File: config.mk
export PLATFORM = sky130hd
export DESIGN_NAME = scan_object_segmenter_unit
export DESIGN_NICKNAME = d
export VERILOG_FILES = /design/src/rtl/sos_pkg.sv /design/src/rtl/sos_front.sv /design/src/rtl/sos_queue.sv /design/src/rtl/sos_div.sv /design/src/rtl/scan_object_segmenter_unit.sv
export SDC_FILE = /design/constraint.sdc
export NUM_CORES = 1
export LEC_CHECK = 0
export BUFFER_PORTS_ARGS = -buffer_cell sky130_fd_sc_hd__buf_2
export CORE_ASPECT_RATIO = 1.1
export CORE_MARGIN = 4
export CORE_UTILIZATION = 60
export DETAILED_ROUTE_END_ITERATION = 7
export GPL_ROUTABILITY_DRIVEN = 1
export PLACE_DENSITY = 0.8
export SLEW_MARGIN = 20
export SYNTH_ARGS = -nofsm -noshare
export SYNTH_HDL_FRONTEND = slang
export SYNTH_HIERARCHICAL = 1
export SYNTH_SLANG_ARGS = --single-unit
File: constraint.sdc
create_clock -name clk -period 5.7 [get_ports clk]
set_clock_uncertainty 0.05 [all_clocks]
set_input_delay 0.855 -clock clk [delete_from_list [all_inputs] [get_ports clk]]
set_output_delay 0.855 -clock clk [all_outputs]
set_load 0.005 [all_outputs]
File: src/rtl/sos_pkg.sv
`default_nettype none
package sos_pkg;

  localparam int QDepth = 2;
  localparam int QPtrW  = 1;
  localparam int QCntW  = 2;

  localparam logic [4:0]  MAX_OBJECTS = 5'd15;
  localparam logic [16:0] SUM_MAX     = 17'h1FFFF;
  localparam logic [9:0]  MEAN_MAX    = 10'd1023;
  localparam logic [4:0]  DIV_STEPS   = 5'd17;

  localparam logic [9:0] NEAR_RESET = 10'd10;
  localparam logic [9:0] FAR_RESET  = 10'd100;
  localparam logic [7:0] MINW_RESET = 8'd5;

  typedef logic [1:0] cfg_addr_t;
  localparam cfg_addr_t CFG_NEAR = 2'd0;
  localparam cfg_addr_t CFG_FAR  = 2'd1;
  localparam cfg_addr_t CFG_MINW = 2'd2;

  typedef struct packed {
    logic [3:0]  idx;
    logic [7:0]  mid;
    logic [7:0]  width;
    logic [16:0] sum;
    logic [7:0]  divisor;
  } job_t;

  typedef enum logic [2:0] {
    ST_IDLE = 3'b001,
    ST_DIV  = 3'b010,
    ST_OUT  = 3'b100
  } div_state_t;

endpackage
`default_nettype wire

File: src/rtl/sos_front.sv
`default_nettype none
module sos_front (
  input  wire logic              clk,
  input  wire logic              rst_n,
  input  wire logic              cfg_we,
  input  wire sos_pkg::cfg_addr_t cfg_addr,
  input  wire logic [9:0]        cfg_wdata,
  input  wire logic              in_valid,
  output logic                   in_ready,
  input  wire logic [7:0]        angle,
  input  wire logic [9:0]        ir,
  input  wire logic [9:0]        sonar,
  input  wire logic              first,
  input  wire logic              q_full,
  output logic                   push,
  output sos_pkg::job_t          push_job
);

  logic [9:0]  near_r, far_r;
  logic [7:0]  minw_r;
  logic        in_obj_r, in_obj_nxt;
  logic [7:0]  start_r, start_nxt;
  logic [16:0] sum_r, sum_nxt;
  logic [4:0]  cnt_r, cnt_nxt;

  logic        acc, in_win, in_obj_eff, open_obj, close_obj, reversed, emit;
  logic [16:0] sum_eff;
  logic [4:0]  cnt_eff;
  logic [7:0]  width;
  logic [8:0]  angle_sum;
  logic [17:0] sum_add;

  assign in_ready = !q_full;
  assign acc      = in_valid && !q_full;

  always_comb begin
    in_win     = (ir >= near_r) && (ir <= far_r);
    in_obj_eff = first ? 1'b0 : in_obj_r;
    sum_eff    = first ? 17'd0 : sum_r;
    cnt_eff    = first ? 5'd0 : cnt_r;
    open_obj   = in_win && !in_obj_eff && !first;
    close_obj  = !in_win && in_obj_eff;
    reversed   = angle < start_r;
    width      = angle - start_r;
    angle_sum  = {1'b0, start_r} + {1'b0, angle};
    sum_add    = {1'b0, sum_eff} + {8'd0, sonar};
    emit       = close_obj && !reversed && (width >= minw_r) && (cnt_eff < sos_pkg::MAX_OBJECTS);

    in_obj_nxt = in_obj_r;
    start_nxt  = start_r;
    sum_nxt    = sum_r;
    cnt_nxt    = cnt_r;
    if (acc) begin
      in_obj_nxt = in_obj_eff;
      sum_nxt    = sum_eff;
      cnt_nxt    = cnt_eff;
      priority if (open_obj) begin
        in_obj_nxt = 1'b1;
        start_nxt  = angle;
        sum_nxt    = {7'd0, sonar};
      end else if (close_obj) begin
        in_obj_nxt = 1'b0;
        if (emit) cnt_nxt = cnt_eff + 5'd1;
      end else if (in_obj_eff) begin
        sum_nxt = sum_add[17] ? sos_pkg::SUM_MAX : sum_add[16:0];
      end
    end

    push             = acc && emit;
    push_job.idx     = cnt_eff[3:0];
    push_job.mid     = angle_sum[8:1];
    push_job.width   = width;
    push_job.sum     = sum_eff;
    push_job.divisor = {1'b0, width[7:1]} + 8'd1;
  end

  always_ff @(posedge clk) begin
    if (!rst_n) begin
      near_r   <= sos_pkg::NEAR_RESET;
      far_r    <= sos_pkg::FAR_RESET;
      minw_r   <= sos_pkg::MINW_RESET;
      in_obj_r <= 1'b0;
      start_r  <= 8'd0;
      sum_r    <= 17'd0;
      cnt_r    <= 5'd0;
    end else begin
      if (cfg_we) begin
        unique case (cfg_addr)
          sos_pkg::CFG_NEAR: near_r <= cfg_wdata;
          sos_pkg::CFG_FAR:  far_r  <= cfg_wdata;
          sos_pkg::CFG_MINW: minw_r <= cfg_wdata[7:0];
          default: ;
        endcase
      end
      in_obj_r <= in_obj_nxt;
      start_r  <= start_nxt;
      sum_r    <= sum_nxt;
      cnt_r    <= cnt_nxt;
    end
  end

  a_emit_wide: assert property (@(posedge clk) disable iff (!rst_n)
    push |-> (push_job.width >= minw_r) && (push_job.divisor != 8'd0))
    else $error("object emitted below minimum width");

  a_count_cap: assert property (@(posedge clk) disable iff (!rst_n)
    cnt_r <= sos_pkg::MAX_OBJECTS)
    else $error("object count past limit");

endmodule
`default_nettype wire

File: src/rtl/sos_queue.sv
`default_nettype none
module sos_queue (
  input  wire logic          clk,
  input  wire logic          rst_n,
  input  wire logic          push,
  input  wire sos_pkg::job_t push_job,
  input  wire logic          pop,
  output sos_pkg::job_t      head,
  output logic               full,
  output logic               empty
);

  sos_pkg::job_t mem [sos_pkg::QDepth];
  logic [sos_pkg::QPtrW-1:0] wr_r, rd_r;
  logic [sos_pkg::QCntW-1:0] cnt_r;

  assign full  = cnt_r == sos_pkg::QCntW'(sos_pkg::QDepth);
  assign empty = cnt_r == '0;
  assign head  = mem[rd_r];

  always_ff @(posedge clk) begin
    if (push && !full) mem[wr_r] <= push_job;
  end

  always_ff @(posedge clk) begin
    if (!rst_n) begin
      wr_r  <= '0;
      rd_r  <= '0;
      cnt_r <= '0;
    end else begin
      if (push && !full) wr_r <= wr_r + 1'b1;
      if (pop && !empty) rd_r <= rd_r + 1'b1;
      unique case ({push && !full, pop && !empty})
        2'b10:   cnt_r <= cnt_r + sos_pkg::QCntW'(1);
        2'b01:   cnt_r <= cnt_r - sos_pkg::QCntW'(1);
        default: cnt_r <= cnt_r;
      endcase
    end
  end

  a_no_overrun: assert property (@(posedge clk) disable iff (!rst_n)
    !(push && full))
    else $error("push into full queue");

  a_no_underrun: assert property (@(posedge clk) disable iff (!rst_n)
    !(pop && empty))
    else $error("pop from empty queue");

endmodule
`default_nettype wire

File: src/rtl/sos_div.sv
`default_nettype none
module sos_div (
  input  wire logic          clk,
  input  wire logic          rst_n,
  input  wire logic          q_empty,
  input  wire sos_pkg::job_t head,
  output logic               pop,
  output logic               out_valid,
  input  wire logic          out_ready,
  output logic [3:0]         out_idx,
  output logic [7:0]         out_mid,
  output logic [7:0]         out_width,
  output logic [9:0]         out_mean
);

  sos_pkg::div_state_t state_r, state_nxt;
  logic [16:0] q_r, q_nxt;
  logic [7:0]  rem_r, rem_nxt;
  logic [7:0]  div_r;
  logic [4:0]  step_r, step_nxt;
  logic [3:0]  idx_r;
  logic [7:0]  mid_r, width_r;
  logic [9:0]  mean_r;
  logic [8:0]  trial;
  logic        qbit;

  assign pop       = (state_r == sos_pkg::ST_IDLE) && !q_empty;
  assign out_valid = state_r == sos_pkg::ST_OUT;
  assign out_idx   = idx_r;
  assign out_mid   = mid_r;
  assign out_width = width_r;
  assign out_mean  = mean_r;

  always_comb begin
    trial   = {rem_r, q_r[16]};
    qbit    = trial >= {1'b0, div_r};
    rem_nxt = qbit ? 8'(trial - {1'b0, div_r}) : trial[7:0];
    q_nxt   = {q_r[15:0], qbit};
    step_nxt  = step_r - 5'd1;
    state_nxt = state_r;
    unique case (state_r)
      sos_pkg::ST_IDLE: if (!q_empty) state_nxt = sos_pkg::ST_DIV;
      sos_pkg::ST_DIV:  if (step_r == 5'd1) state_nxt = sos_pkg::ST_OUT;
      sos_pkg::ST_OUT:  if (out_ready) state_nxt = sos_pkg::ST_IDLE;
      default:          state_nxt = sos_pkg::ST_IDLE;
    endcase
  end

  always_ff @(posedge clk) begin
    if (!rst_n) state_r <= sos_pkg::ST_IDLE;
    else        state_r <= state_nxt;
  end

  always_ff @(posedge clk) begin
    if (pop) begin
      q_r     <= head.sum;
      rem_r   <= 8'd0;
      div_r   <= head.divisor;
      step_r  <= sos_pkg::DIV_STEPS;
      idx_r   <= head.idx;
      mid_r   <= head.mid;
      width_r <= head.width;
    end else if (state_r == sos_pkg::ST_DIV) begin
      q_r    <= q_nxt;
      rem_r  <= rem_nxt;
      step_r <= step_nxt;
      if (step_r == 5'd1) mean_r <= (|q_nxt[16:10]) ? sos_pkg::MEAN_MAX : q_nxt[9:0];
    end
  end

  a_div_nonzero: assert property (@(posedge clk) disable iff (!rst_n)
    (state_r == sos_pkg::ST_DIV) |-> (div_r != 8'd0) && (rem_r < div_r))
    else $error("divider remainder out of range");

  a_div_len: assert property (@(posedge clk) disable iff (!rst_n)
    (state_r == sos_pkg::ST_DIV) |-> (step_r != 5'd0) && (step_r <= sos_pkg::DIV_STEPS))
    else $error("divider step count out of range");

endmodule
`default_nettype wire

File: src/rtl/scan_object_segmenter_unit.sv
`default_nettype none
// splits a sweep of range samples into objects. a sample is accepted whenever
// the two-entry job queue has room; each closing object that is reported
// passes through the restoring divider (17 quotient bits, one bit per cycle)
// that forms the mean sonar distance; the divider takes the next object only
// after its result is accepted, and the input stalls only when two reported objects
// wait behind the divider. configuration writes take effect on the next cycle.
module scan_object_segmenter_unit (
  input  wire logic        clk,
  input  wire logic        rst_n,
  input  wire logic        cfg_we,
  input  wire logic [1:0]  cfg_addr,
  input  wire logic [9:0]  cfg_wdata,
  input  wire logic        in_tvalid,
  output logic             in_tready,
  input  wire logic [31:0] in_tdata,   // angle_deg, ir_cm, sonar_cm, zero fill
  input  wire logic        in_tuser,   // sweep_start
  output logic             out_tvalid,
  input  wire logic        out_tready,
  output logic [31:0]      out_tdata   // object_index, middle_angle_deg, angular_width_deg,
                                       // mean_distance_cm, zero fill
);

  logic          push, pop, q_full, q_empty;
  sos_pkg::job_t push_job, head;
  logic [3:0]    o_idx;
  logic [7:0]    o_mid, o_width;
  logic [9:0]    o_mean;

  sos_front u_front (
    .clk, .rst_n, .cfg_we,
    .cfg_addr  (sos_pkg::cfg_addr_t'(cfg_addr)),
    .cfg_wdata,
    .in_valid  (in_tvalid),
    .in_ready  (in_tready),
    .angle     (in_tdata[7:0]),
    .ir        (in_tdata[17:8]),
    .sonar     (in_tdata[27:18]),
    .first     (in_tuser),
    .q_full,
    .push,
    .push_job
  );

  sos_queue u_queue (
    .clk, .rst_n, .push, .push_job, .pop, .head,
    .full  (q_full),
    .empty (q_empty)
  );

  sos_div u_div (
    .clk, .rst_n, .q_empty, .head, .pop,
    .out_valid (out_tvalid),
    .out_ready (out_tready),
    .out_idx   (o_idx),
    .out_mid   (o_mid),
    .out_width (o_width),
    .out_mean  (o_mean)
  );

  assign out_tdata = {2'b00, o_mean, o_width, o_mid, o_idx};

endmodule
`default_nettype wire
==> summary.txt, run 1 <==
Floorplanning
  • I/O pins: 84
  • Die Wd: 139 µm
  • Starting Density: 0.614
  • Core Rows: 52
  • Core area: 18500 µm²
  • Die Span Y: 152 µm
  • Die area: 21200 µm²

CTS
  • Clk slew on worst S/H paths: 60 ps
  • Hold buffers post-CTS: 0
  • CTS Sinks: 225
  • Post CTS Setup Buffer Count: 0
  • CTS resizes: 0
  • Clock buffer depth: 3
  • Clk_lat worst skew: 500 ps
  • Root Buffer: clkbuf_16
  • CTS HTree Levels: 1
  • TritonCTS Buffers: 23
  • CTS tree: yes

Yosys
  • XOR/XNOR Fraction of Synth Area: 0.0263
  • Synth Instances: 1030
  • EDFF count, synth: 145
  • Async S/R FF share, synth: 0
  • Synth Register Bits: 225
  • Total of warnings raised by yosys: 6
  • Library cells used by synthesis: 87
  • Mean Syn Cell Area: 11.0 µm²
  • Post-synthesis cell area: 11300 µm²
  • Simple-Gate Fraction of Synth Area: 0.141
  • Post-synthesis sequential area ratio: 0.525
  • Post-Synth Adder-Cell Area: 0.0810
  • Predominant post-synthesis flop cell: edfxtp_1
  • Multiplexer area fraction after synthesis: 0.0623
  • Synth Area in Compound Gates: 0.123
  • Largest family of logic cells by synthesized area: simple AND/OR/NAND/NOR gates

Setup path
  • R2R cell count: 19
  • Worst EP required: 5830 ps
  • Crit Path Category: in -> reg
  • Worst R2R Start: u_front/start_r[1]
  • CP cell instances: buf_2 -> ha_1 -> nor2b_1 -> o21ai_0 -> a21oi_1 -> o21a_1 -> o21ai_0 -> inv_1 -> ha_1 -> o2111ai_1 -> o21a_1 -> nor4_2 -> o211ai_2 -> or2_0 -> inv_1 -> inv_1 -> or3_1 -> inv_1 -> buf_12
  • Critical Path AT: 4840 ps
  • Crit-path most repeated cell: inv_1
  • Crit. End Element: flop
  • CP max stage delay: 360 ps
  • Worst Setup Start Kind: primary input
  • R2R Setup Slk: 1010 ps
  • Worst r2r dst: u_queue/mem[0][29]
  • CP max-delay cell: or3_1
  • Worst-path fanout max: 45

Global route
  • Vias in the first global route: 7910
  • First-pass GRT wire length: 38400 µm
  • GR Overflow Total: 0
  • Initial antenna violation count: 0
  • Total GRT Usage: 0.216
  • Pin count of the biggest net entering global routing: 48

Timing
  • F_max: 0.212 GHz
  • Slew Limit Fails: 0
  • Final min period: 4710 ps
  • Sum of negative setup slack: 0 ps
  • Crit share post-route: 0.826
  • RSZ-0062 raised after global routing: false
  • Rel. slew slack: 0.280
  • # setup viols final: 0
  • Final Hold Violating Endpoints: 0
  • Worst-Margin Slew: 1080 ps
  • Post-route setup slack: 989 ps

Min path
  • HP Class: reg -> reg
  • HP Start: u_front/far_r[7]
  • Worst hold stages: 2
  • Worst Hold Endpoint: u_front/far_r[7]

Finish
  • Reg area: 5960 µm²
  • Area growth syn-to-layout: 11.6%
  • Ant diodes: 0
  • Commonest non-fill, non-tap cells in the layout: 145 x edfxtp_1, 120 x nand2_1, 79 x dfxtp_1
  • Most common cell after layout, fill and taps aside: edfxtp_1
  • Layout cells sized above 1: 0.182
  • Final nets: 1227
  • Footprint of the multi-input gates: 4930 µm²
  • Fillers: 1365

Drt
  • DR vias/cell: 5.77
  • DRC: 0
  • Avg WL per Cell: 16.9 µm
  • WL final: 23100 µm
  • Initial DRC count: 454
  • DRT Pass-1 Iters: 5
  • Routed Antenna Nets: 0
  • Vias: 7881

Power
  • Overall power: 3420 µW
  • Power Density: 270 nW/µm²
  • Leak Pwr: 0.00483 µW
  • VDD IR-drop max: 0.000226 V

Placed design
  • IO Port Bufs: 77
  • RePlAce Congestion: 0.897
  • Dpl hpwl: 16000 µm
  • Pre-CTS setup slack: 501 ps

Outcome
  • Outcome: completed

Flow run
  • Max-cap viol count: 0
report_power, final:
group | internal [µW] | leakage (µW) | switching (µW)
registers | 1750 | 0.00198 | 10.5
logic | 101 | 0.00250 | 165
clock network | 799 | 0.000351 | 593
total | 2650 | 0.00483 | 769
per-layer routing:
layer | global-route usage | wire, µm | vias up
li1 | - | - | 3865
met1 | 0.285 | 10200 | 3751
met2 | 0.379 | 11400 | 225
met3 | 0.0267 | 1130 | 40
met4 | 0.0615 | 465 | 0
met5 | 0 | 0 | -
worst max-delay path: cells and delay by family:
family | cells | cell delay, ps
compound gates | 7 | 1370
simple gates | 4 | 1110
buf+inv | 6 | 820
fa+ha+maj | 2 | 650
synthesized netlist by cell type, types with 10 or more instances:
library cell / count / area share
edfxtp_1: 145 / 0.38
nand2_1: 120 / 0.040
dfxtp_1: 80 / 0.14
inv_1: 74 / 0.024
nor2_1: 68 / 0.023
ha_1: 67 / 0.074
a21oi_1: 51 / 0.023
mux2_2: 45 / 0.045
nor2b_1: 30 / 0.017
o21ai_0: 30 / 0.013
nand3_1: 23 / 0.010
xnor2_1: 22 / 0.017
mux2i_1: 20 / 0.018
o211ai_1: 16 / 0.011
clkbuf_1: 15 / 0.0050
xor2_1: 12 / 0.0093
a211oi_1: 10 / 0.0066
or2_2: 10 / 0.0055
worst max path at each step:
stage	from	end	cells past startpoint
after floorplan	in_tdata[1]	u_queue/mem[0][0]	17
after detailed placement	in_tdata[1]	u_queue/mem[0][25]	19
after CTS	in_tdata[1]	u_queue/mem[0][29]	19
after global placement	in_tdata[1]	u_queue/mem[0][25]	19
final	in_tdata[1]	u_queue/mem[0][29]	19
after global routing	u_front/start_r[1]	u_queue/mem[0][43]	19
kinds of logic (layout without fill, tap and decap cells):
kind of cell	Yosys count	after routing
AND/OR/NAND/NOR	322	322
multiplexers	65	65
flip-flops	225	225
AO/OA/AOI/OAI	201	201
other	1	2
XOR/XNOR	34	34
adder cells (fa/ha/maj)	71	71
buffers and inverters	111	203
through the flow:
| step | hold slack [ps] | instances | utilization | cell area (µm²) |
|---|---|---|---|---|
| after floorplan | 376 | 1031 | - | 11300 |
| after global placement | 393 | 1324 | 0.647 | 11900 |
| after detailed placement | 397 | 1324 | 0.647 | 11900 |
| after CTS | 405 | 1366 | 0.685 | 12600 |
| after global routing | 423 | 1366 | 0.685 | 12700 |
| final | 407 | 1366 | 0.685 | 12700 |
sequential cells by signal, summed over array words and instances (netlist names), 10 cells and up, named ones only:
register,flops
u_front/far_r,10
u_front/sum_r,17
u_front/near_r,10
u_queue/mem,90
u_div/out_mean,10
u_div/q_r,17
area by class of cell:
| type | count | area share |
|---|---|---|
| Clock inverter | 15 | 0.00801 |
| Timing Repair Buffer | 86 | 0.0378 |
| Tap cell | 243 | 0.0240 |
| Sequential cell | 225 | 0.471 |
| Clock buffer | 27 | 0.0475 |
| Inverter | 75 | 0.0222 |
| Multi-Input combinational cell | 695 | 0.390 |
Note: power is estimated with default switching activity, not from simulation.
==> inputs of run 2 (changes only) <==
Clock period 5.7 ns to 4.8 ns, I/O delays scaled along.
==> summary.txt, run 2 (synthesis gave the netlist of run 1 again) <==
Outcome
  • Outcome: completed

Timing
  • Hold_ws: 414 ps (+6.98 ps)
  • # setup viols final: 0 (unchanged)
  • Rel. slew slack: 0.254 (-0.0264)
  • RSZ-0062 raised after global routing: false
  • Final min period: 4400 ps
  • Slew Limit Fails: 0 (unchanged)
  • Final Hold Violating Endpoints: 0 (unchanged)
  • Post-route setup slack: 400 ps (-589 ps)
  • Worst-Margin Slew: 1110 ps (+34.8 ps)
  • F_max: 0.227 GHz
  • Crit share post-route: 0.917
  • Sum of negative setup slack: 0 ps (unchanged)

CTS
  • Clock buffer depth: 3 (unchanged)
  • Post CTS Setup Buffer Count: 0 (unchanged)
  • TritonCTS Buffers: 23 (unchanged)
  • Root Buffer: clkbuf_16
  • Clk slew on worst S/H paths: 60 ps (about the same)
  • CTS Sinks: 225 (unchanged)
  • CTS tree: yes
  • Clk_lat worst skew: 490 ps (about the same)
  • Hold buffers post-CTS: 0 (unchanged)
  • CTS HTree Levels: 1 (unchanged)
  • CTS resizes: 0 (unchanged)

Power
  • Int Pwr: 3110 µW (+17%)
  • Overall power: 4010 µW (+17%)
  • VDD IR-drop max: 0.000239 V (+5.8%)
  • P_sw: 902 µW (+17%)
  • Leak Pwr: 0.00484 µW (+0.19%)
  • Clk network pwr share: 0.396 (-0.011)
  • Comb power frac: 0.082 (+0.004)
  • Power Density: 315 nW/µm² (+17%)
  • Switch share: 0.225 (about the same)
  • Part of the power in registers: 0.521 (+0.006)

Finish
  • Fillers: 1374 (+0.66%)
  • Area growth syn-to-layout: 12.3%
  • Biggest regs: u_queue/mem: 90 flops, u_div/q_r: 17 flops, u_front/sum_r: 17 flops
  • Final nets: 1238 (+0.90%)
  • Biggest register: u_queue/mem
  • Ant diodes: 0 (unchanged)
  • Most common cell after layout, fill and taps aside: edfxtp_1
  • Footprint of the multi-input gates: 4930 µm² (-0.13%)
  • Layout cells sized above 1: 0.187 (+0.00546)
  • Reg area: 5960 µm² (unchanged)
  • Largest register FFs: 90 (unchanged)
  • Commonest non-fill, non-tap cells in the layout: 145 x edfxtp_1, 120 x nand2_1, 79 x dfxtp_1
  • Finished Layout Cells: 1376 (+0.73%)

Setup path
  • Crit. End Element: flop
  • Critical Path AT: 4550 ps (-290 ps)
  • CP delay by family, top: compound AO/OA/AOI/OAI gates
  • Worst-path fanout max: 17 (-62%)
  • CP bufs+invs: 6 (unchanged)
  • CP Depth: 19 (unchanged)
  • CP max-delay cell: or3_1
  • R2R cell count: 19 (unchanged)
  • Crit-path most repeated cell: inv_1
  • Worst EP required: 4950 ps (-880 ps)
  • CP cell instances: inv_1 -> ha_1 -> nor2b_1 -> o21ai_0 -> a21oi_1 -> o21a_1 -> o21ai_0 -> inv_1 -> ha_1 -> o2111ai_1 -> o21a_1 -> nor4_2 -> o211ai_2 -> or2_0 -> inv_1 -> inv_1 -> or3_1 -> clkinvlp_4 -> buf_12
  • Crit Path Category: reg -> reg
  • Worst Setup Start Kind: flop
  • CP max stage delay: 400 ps (+40 ps)

Floorplanning
  • Core Rows: 52 (unchanged)
  • Starting Density: 0.614 (unchanged)
  • Die Span Y: 152 µm (unchanged)
  • Core area: 18500 µm² (unchanged)
  • Die area: 21200 µm² (unchanged)
  • I/O pins: 84 (unchanged)
  • Die Wd: 139 µm (unchanged)

Placed design
  • Dpl hpwl: 16300 µm (+1.6%)
  • IO Port Bufs: 77 (unchanged)
  • RePlAce Congestion: 0.894 (-0.33%)
  • Pre-CTS setup slack: 38.7 ps (-463 ps)
  • Placed Cells: 1335 (+0.83%)

Min path
  • HP Class: reg -> reg
  • Worst hold stages: 2 (unchanged)

Drt
  • Routed Antenna Nets: 0 (unchanged)
  • DRT Pass-1 Iters: 5 (unchanged)
  • WL final: 22900 µm (-1.1%)
  • Vias: 7891 (+0.13%)
  • DR vias/cell: 5.73 (-0.60%)
  • DRC: 0 (unchanged)
  • Initial DRC count: 411 (-9.5%)
  • Avg WL per Cell: 16.6 µm (-1.8%)

Global route
  • Vias in the first global route: 7769 (-1.8%)
  • GR Overflow Total: 0 (unchanged)
  • First-pass GRT wire length: 37700 µm (-1.8%)
  • Initial antenna violation count: 0 (unchanged)
  • Total GRT Usage: 0.212 (-0.00364)
  • Pin count of the biggest net entering global routing: 49 (+2.1%)

Flow run
  • Max-cap viol count: 0 (unchanged)
run 2: metal layers:
layer / global-route usage / routed length [µm] / share of wire / vias up
li1: - / - / - / 3882
met1: 0.280 / 9940 / 0.43 / 3745
met2: 0.362 / 11100 / 0.49 / 215
met3: 0.0336 / 1250 / 0.054 / 49
met4: 0.0685 / 581 / 0.025 / 0
met5: 0 / 0 / 0 / -
run 2: worst reg2reg max path, stage by stage, from the launching register on:
cell,delay [ps]
dfxtp_1,360
inv_1,110
ha_1,300
nor2b_1,130
o21ai_0,230
a21oi_1,150
o21a_1,180
o21ai_0,230
inv_1,100
ha_1,330
o2111ai_1,120
o21a_1,190
nor4_2,310
o211ai_2,140
or2_0,270
inv_1,110
inv_1,60
or3_1,400
clkinvlp_4,170
buf_12,170
run 2: path summary, 6_finish.rpt:
check | start | to | slack (ps)
min | u_front/cnt_r[4] | u_front/cnt_r[4] | 410
max | u_front/start_r[1] | u_queue/mem[0][24] | 400
max reg2reg | u_front/start_r[1] | u_queue/mem[0][24] | 400
min reg2reg | u_front/cnt_r[4] | u_front/cnt_r[4] | 410
run 2: power groups by stage:
stage                     Combinational, µW  Sequential (µW)  Clock [µW]
after floorplan                         217             2130           0
after global placement                  312             2130           0
after detailed placement                325             2130           0
after CTS                               327             2090        1620
after global routing                    365             2090        1710
final                                   329             2090        1590
run 2: cell type report:
class                           count  area share
Clock inverter                     11     0.00482
Multi-Input combinational cell    695       0.387
Inverter                           75      0.0224
Sequential cell                   225       0.468
Timing Repair Buffer               97      0.0460
Clock buffer                       30      0.0481
Tap cell                          243      0.0239
run 2: stage by stage:
step	instance area, µm²	utilization
CTS	12700	0.689
global route	12700	0.689
detailed placement	12100	0.653
global placement	12100	0.653
floorplan	11400	-
finish	12700	0.689
==> inputs of run 3 (changes only) <==
Settings changed: BUFFER_PORTS_ARGS -buffer_cell sky130_fd_sc_hd__buf_2 to -buffer_cell sky130_fd_sc_hd__buf_4, GPL_ROUTABILITY_DRIVEN 1 to not set, TNS_END_PERCENT set to 50.
==> summary.txt, run 3 (synthesis gave the netlist of run 1 again) <==
Outcome
  • Outcome: completed

Placed design
  • Dpl hpwl: 16300 µm (+0.25%)
  • Placed Cells: 1333 (-0.15%)
  • RePlAce Congestion: 0.879 (-1.7%)
  • Pre-CTS setup slack: 55.3 ps (+16.6 ps)
  • IO Port Bufs: 77 (unchanged)

Power
  • Leak Pwr: 0.00493 µW (+2.0%)
  • VDD IR-drop max: 0.000224 V (-6.3%)
  • Power Density: 318 nW/µm² (+1.1%)

Setup path
  • Worst-path fanout max: 12 (-5)
  • CP max-delay cell: or3_1
  • Worst Setup Start Kind: flop
  • Critical Path AT: 4530 ps (-20 ps)
  • CP cell instances: inv_1 -> ha_1 -> nor2b_1 -> o21ai_0 -> a21oi_1 -> o21a_1 -> o21ai_0 -> inv_1 -> ha_1 -> o2111ai_1 -> o21a_1 -> nor4_2 -> o211ai_2 -> or2_0 -> inv_1 -> inv_1 -> or3_1 -> clkinvlp_4 -> buf_4
  • Worst EP required: 4950 ps (about the same)
  • Crit Path Category: reg -> reg
  • CP bufs+invs: 6 (unchanged)
  • CP endpoint: u_queue/mem[0][14]
  • R2R Setup Slk: 420 ps (+20 ps)
  • Worst r2r dst: u_queue/mem[0][14]
  • Worst R2R Start: u_front/start_r[1]
  • CP delay by family, top: compound AO/OA/AOI/OAI gates
  • Critical path startpoint: u_front/start_r[1]
  • Crit. End Element: flop
  • Crit-path most repeated cell: inv_1
  • CP max stage delay: 410 ps (about the same)
  • CP Depth: 19 (unchanged)
  • R2R cell count: 19 (unchanged)

CTS
  • Clock buffer depth: 3 (unchanged)
  • Root Buffer: clkbuf_16
  • Clk_lat worst skew: 500 ps (about the same)
  • Hold buffers post-CTS: 0 (unchanged)
  • CTS resizes: 0 (unchanged)
  • CTS tree: yes
  • TritonCTS Buffers: 23 (unchanged)
  • Post CTS Setup Buffer Count: 0 (unchanged)
  • Clk slew on worst S/H paths: 60 ps (about the same)
  • CTS Sinks: 225 (unchanged)
  • CTS HTree Levels: 1 (unchanged)

Drt
  • Vias: 7984 (+1.2%)
  • Avg WL per Cell: 17.0 µm (+1.9%)
  • DRT Pass-1 Iters: 5 (unchanged)
  • DR vias/cell: 5.81 (+1.3%)
  • DRC: 0 (unchanged)
  • Routed Antenna Nets: 0 (unchanged)
  • Initial DRC count: 496 (+21%)
  • WL final: 23300 µm (+1.8%)

Finish
  • Biggest regs: u_queue/mem: 90 flops, u_div/q_r: 17 flops, u_front/sum_r: 17 flops
  • Ant diodes: 0 (unchanged)
  • Final nets: 1236 (-0.16%)
  • Most common cell after layout, fill and taps aside: edfxtp_1
  • Commonest non-fill, non-tap cells in the layout: 145 x edfxtp_1, 120 x nand2_1, 93 x buf_4
  • Largest register FFs: 90 (unchanged)
  • Biggest register: u_queue/mem
  • Area growth syn-to-layout: 14.0%
  • Core Util, Final: 0.700 (+0.0108)
  • Fillers: 1390 (+1.2%)
  • Finished Layout Cells: 1374 (-0.15%)
  • Layout cells sized above 1: 0.190 (+0.00298)

Timing
  • RSZ-0062 raised after global routing: false
  • Rel. slew slack: 0.269 (+0.0157)
  • Crit share post-route: 0.913 (-0.00384)
  • Final Hold Violating Endpoints: 0 (unchanged)
  • # setup viols final: 0 (unchanged)
  • Post-route setup slack: 419 ps (+18.4 ps)
  • Slew Limit Fails: 0 (unchanged)
  • Worst-Margin Slew: 1100 ps (-18.7 ps)
  • Sum of negative setup slack: 0 ps (unchanged)
  • F_max: 0.228 GHz (+0.42%)
  • Final min period: 4380 ps (-18.4 ps)

Floorplanning
  • Die area: 21200 µm² (unchanged)
  • Die Wd: 139 µm (unchanged)
  • Core area: 18500 µm² (unchanged)
  • Starting Density: 0.614 (unchanged)
  • I/O pins: 84 (unchanged)
  • Die Span Y: 152 µm (unchanged)
  • Core Rows: 52 (unchanged)

Global route
  • First-pass GRT wire length: 38800 µm (+2.9%)
  • Pin count of the biggest net entering global routing: 48 (-2.0%)
  • GR Overflow Total: 0 (unchanged)
  • Total GRT Usage: 0.218 (+0.00529)
  • Vias in the first global route: 8066 (+3.8%)
  • Initial antenna violation count: 0 (unchanged)

Min path
  • HP Class: reg -> reg

Flow run
  • Max-cap viol count: 0 (unchanged)
run 3: report_power, final:
part	switching, µW	internal (µW)
sequential	12.9	2080
combinational	198	139
clock	737	952
total	947	3170
run 3: cell type report:
cell class	count	area, µm²	area share
clock inverters	16	120	0.00929
well taps	243	304	0.0235
inverters	75	285	0.0221
repair buffers	95	738	0.0571
clock buffers	25	593	0.0459
flip-flops and latches	225	5960	0.461
multi-input cells	695	4930	0.382
run 3: how the worst min path moves through the flow:
stage	startpoint	to	slack, ps	cells past startpoint
after floorplan	u_front/cnt_r[4]	u_front/cnt_r[4]	380	2
after global placement	u_front/cnt_r[4]	u_front/cnt_r[4]	390	2
after detailed placement	u_front/far_r[3]	u_front/far_r[3]	400	2
after CTS	cfg_wdata[0]	u_front/minw_r[0]	400	3
after global routing	cfg_wdata[0]	u_front/minw_r[0]	400	3
final	u_front/far_r[3]	u_front/far_r[3]	400	2
run 3: per-stage QoR:
| step | instance area, µm² | total power (µW) | hold slack [ps] |
|---|---|---|---|
| finish | 12900 | 4120 | 404 |
| floorplan | 11300 | 2350 | 376 |
| global route | 12900 | 4260 | 404 |
| CTS | 12900 | 4140 | 396 |
| detailed placement | 12200 | 2460 | 396 |
| global placement | 12200 | 2450 | 387 |
run 3: worst min-delay path: stages, from the launching register on:
cell and delay, ps:
dfxtp_1 310, nand2_1 50, a21oi_1 50
run 3: per-layer routing:
| metal | vias to the layer above | global-route usage | routed length, µm |
|---|---|---|---|
| met5 | - | 0 | 0 |
| met4 | 0 | 0.0732 | 579 |
| met3 | 44 | 0.0295 | 1230 |
| met2 | 232 | 0.381 | 11600 |
| met1 | 3837 | 0.280 | 9890 |
| li1 | 3871 | - | - |
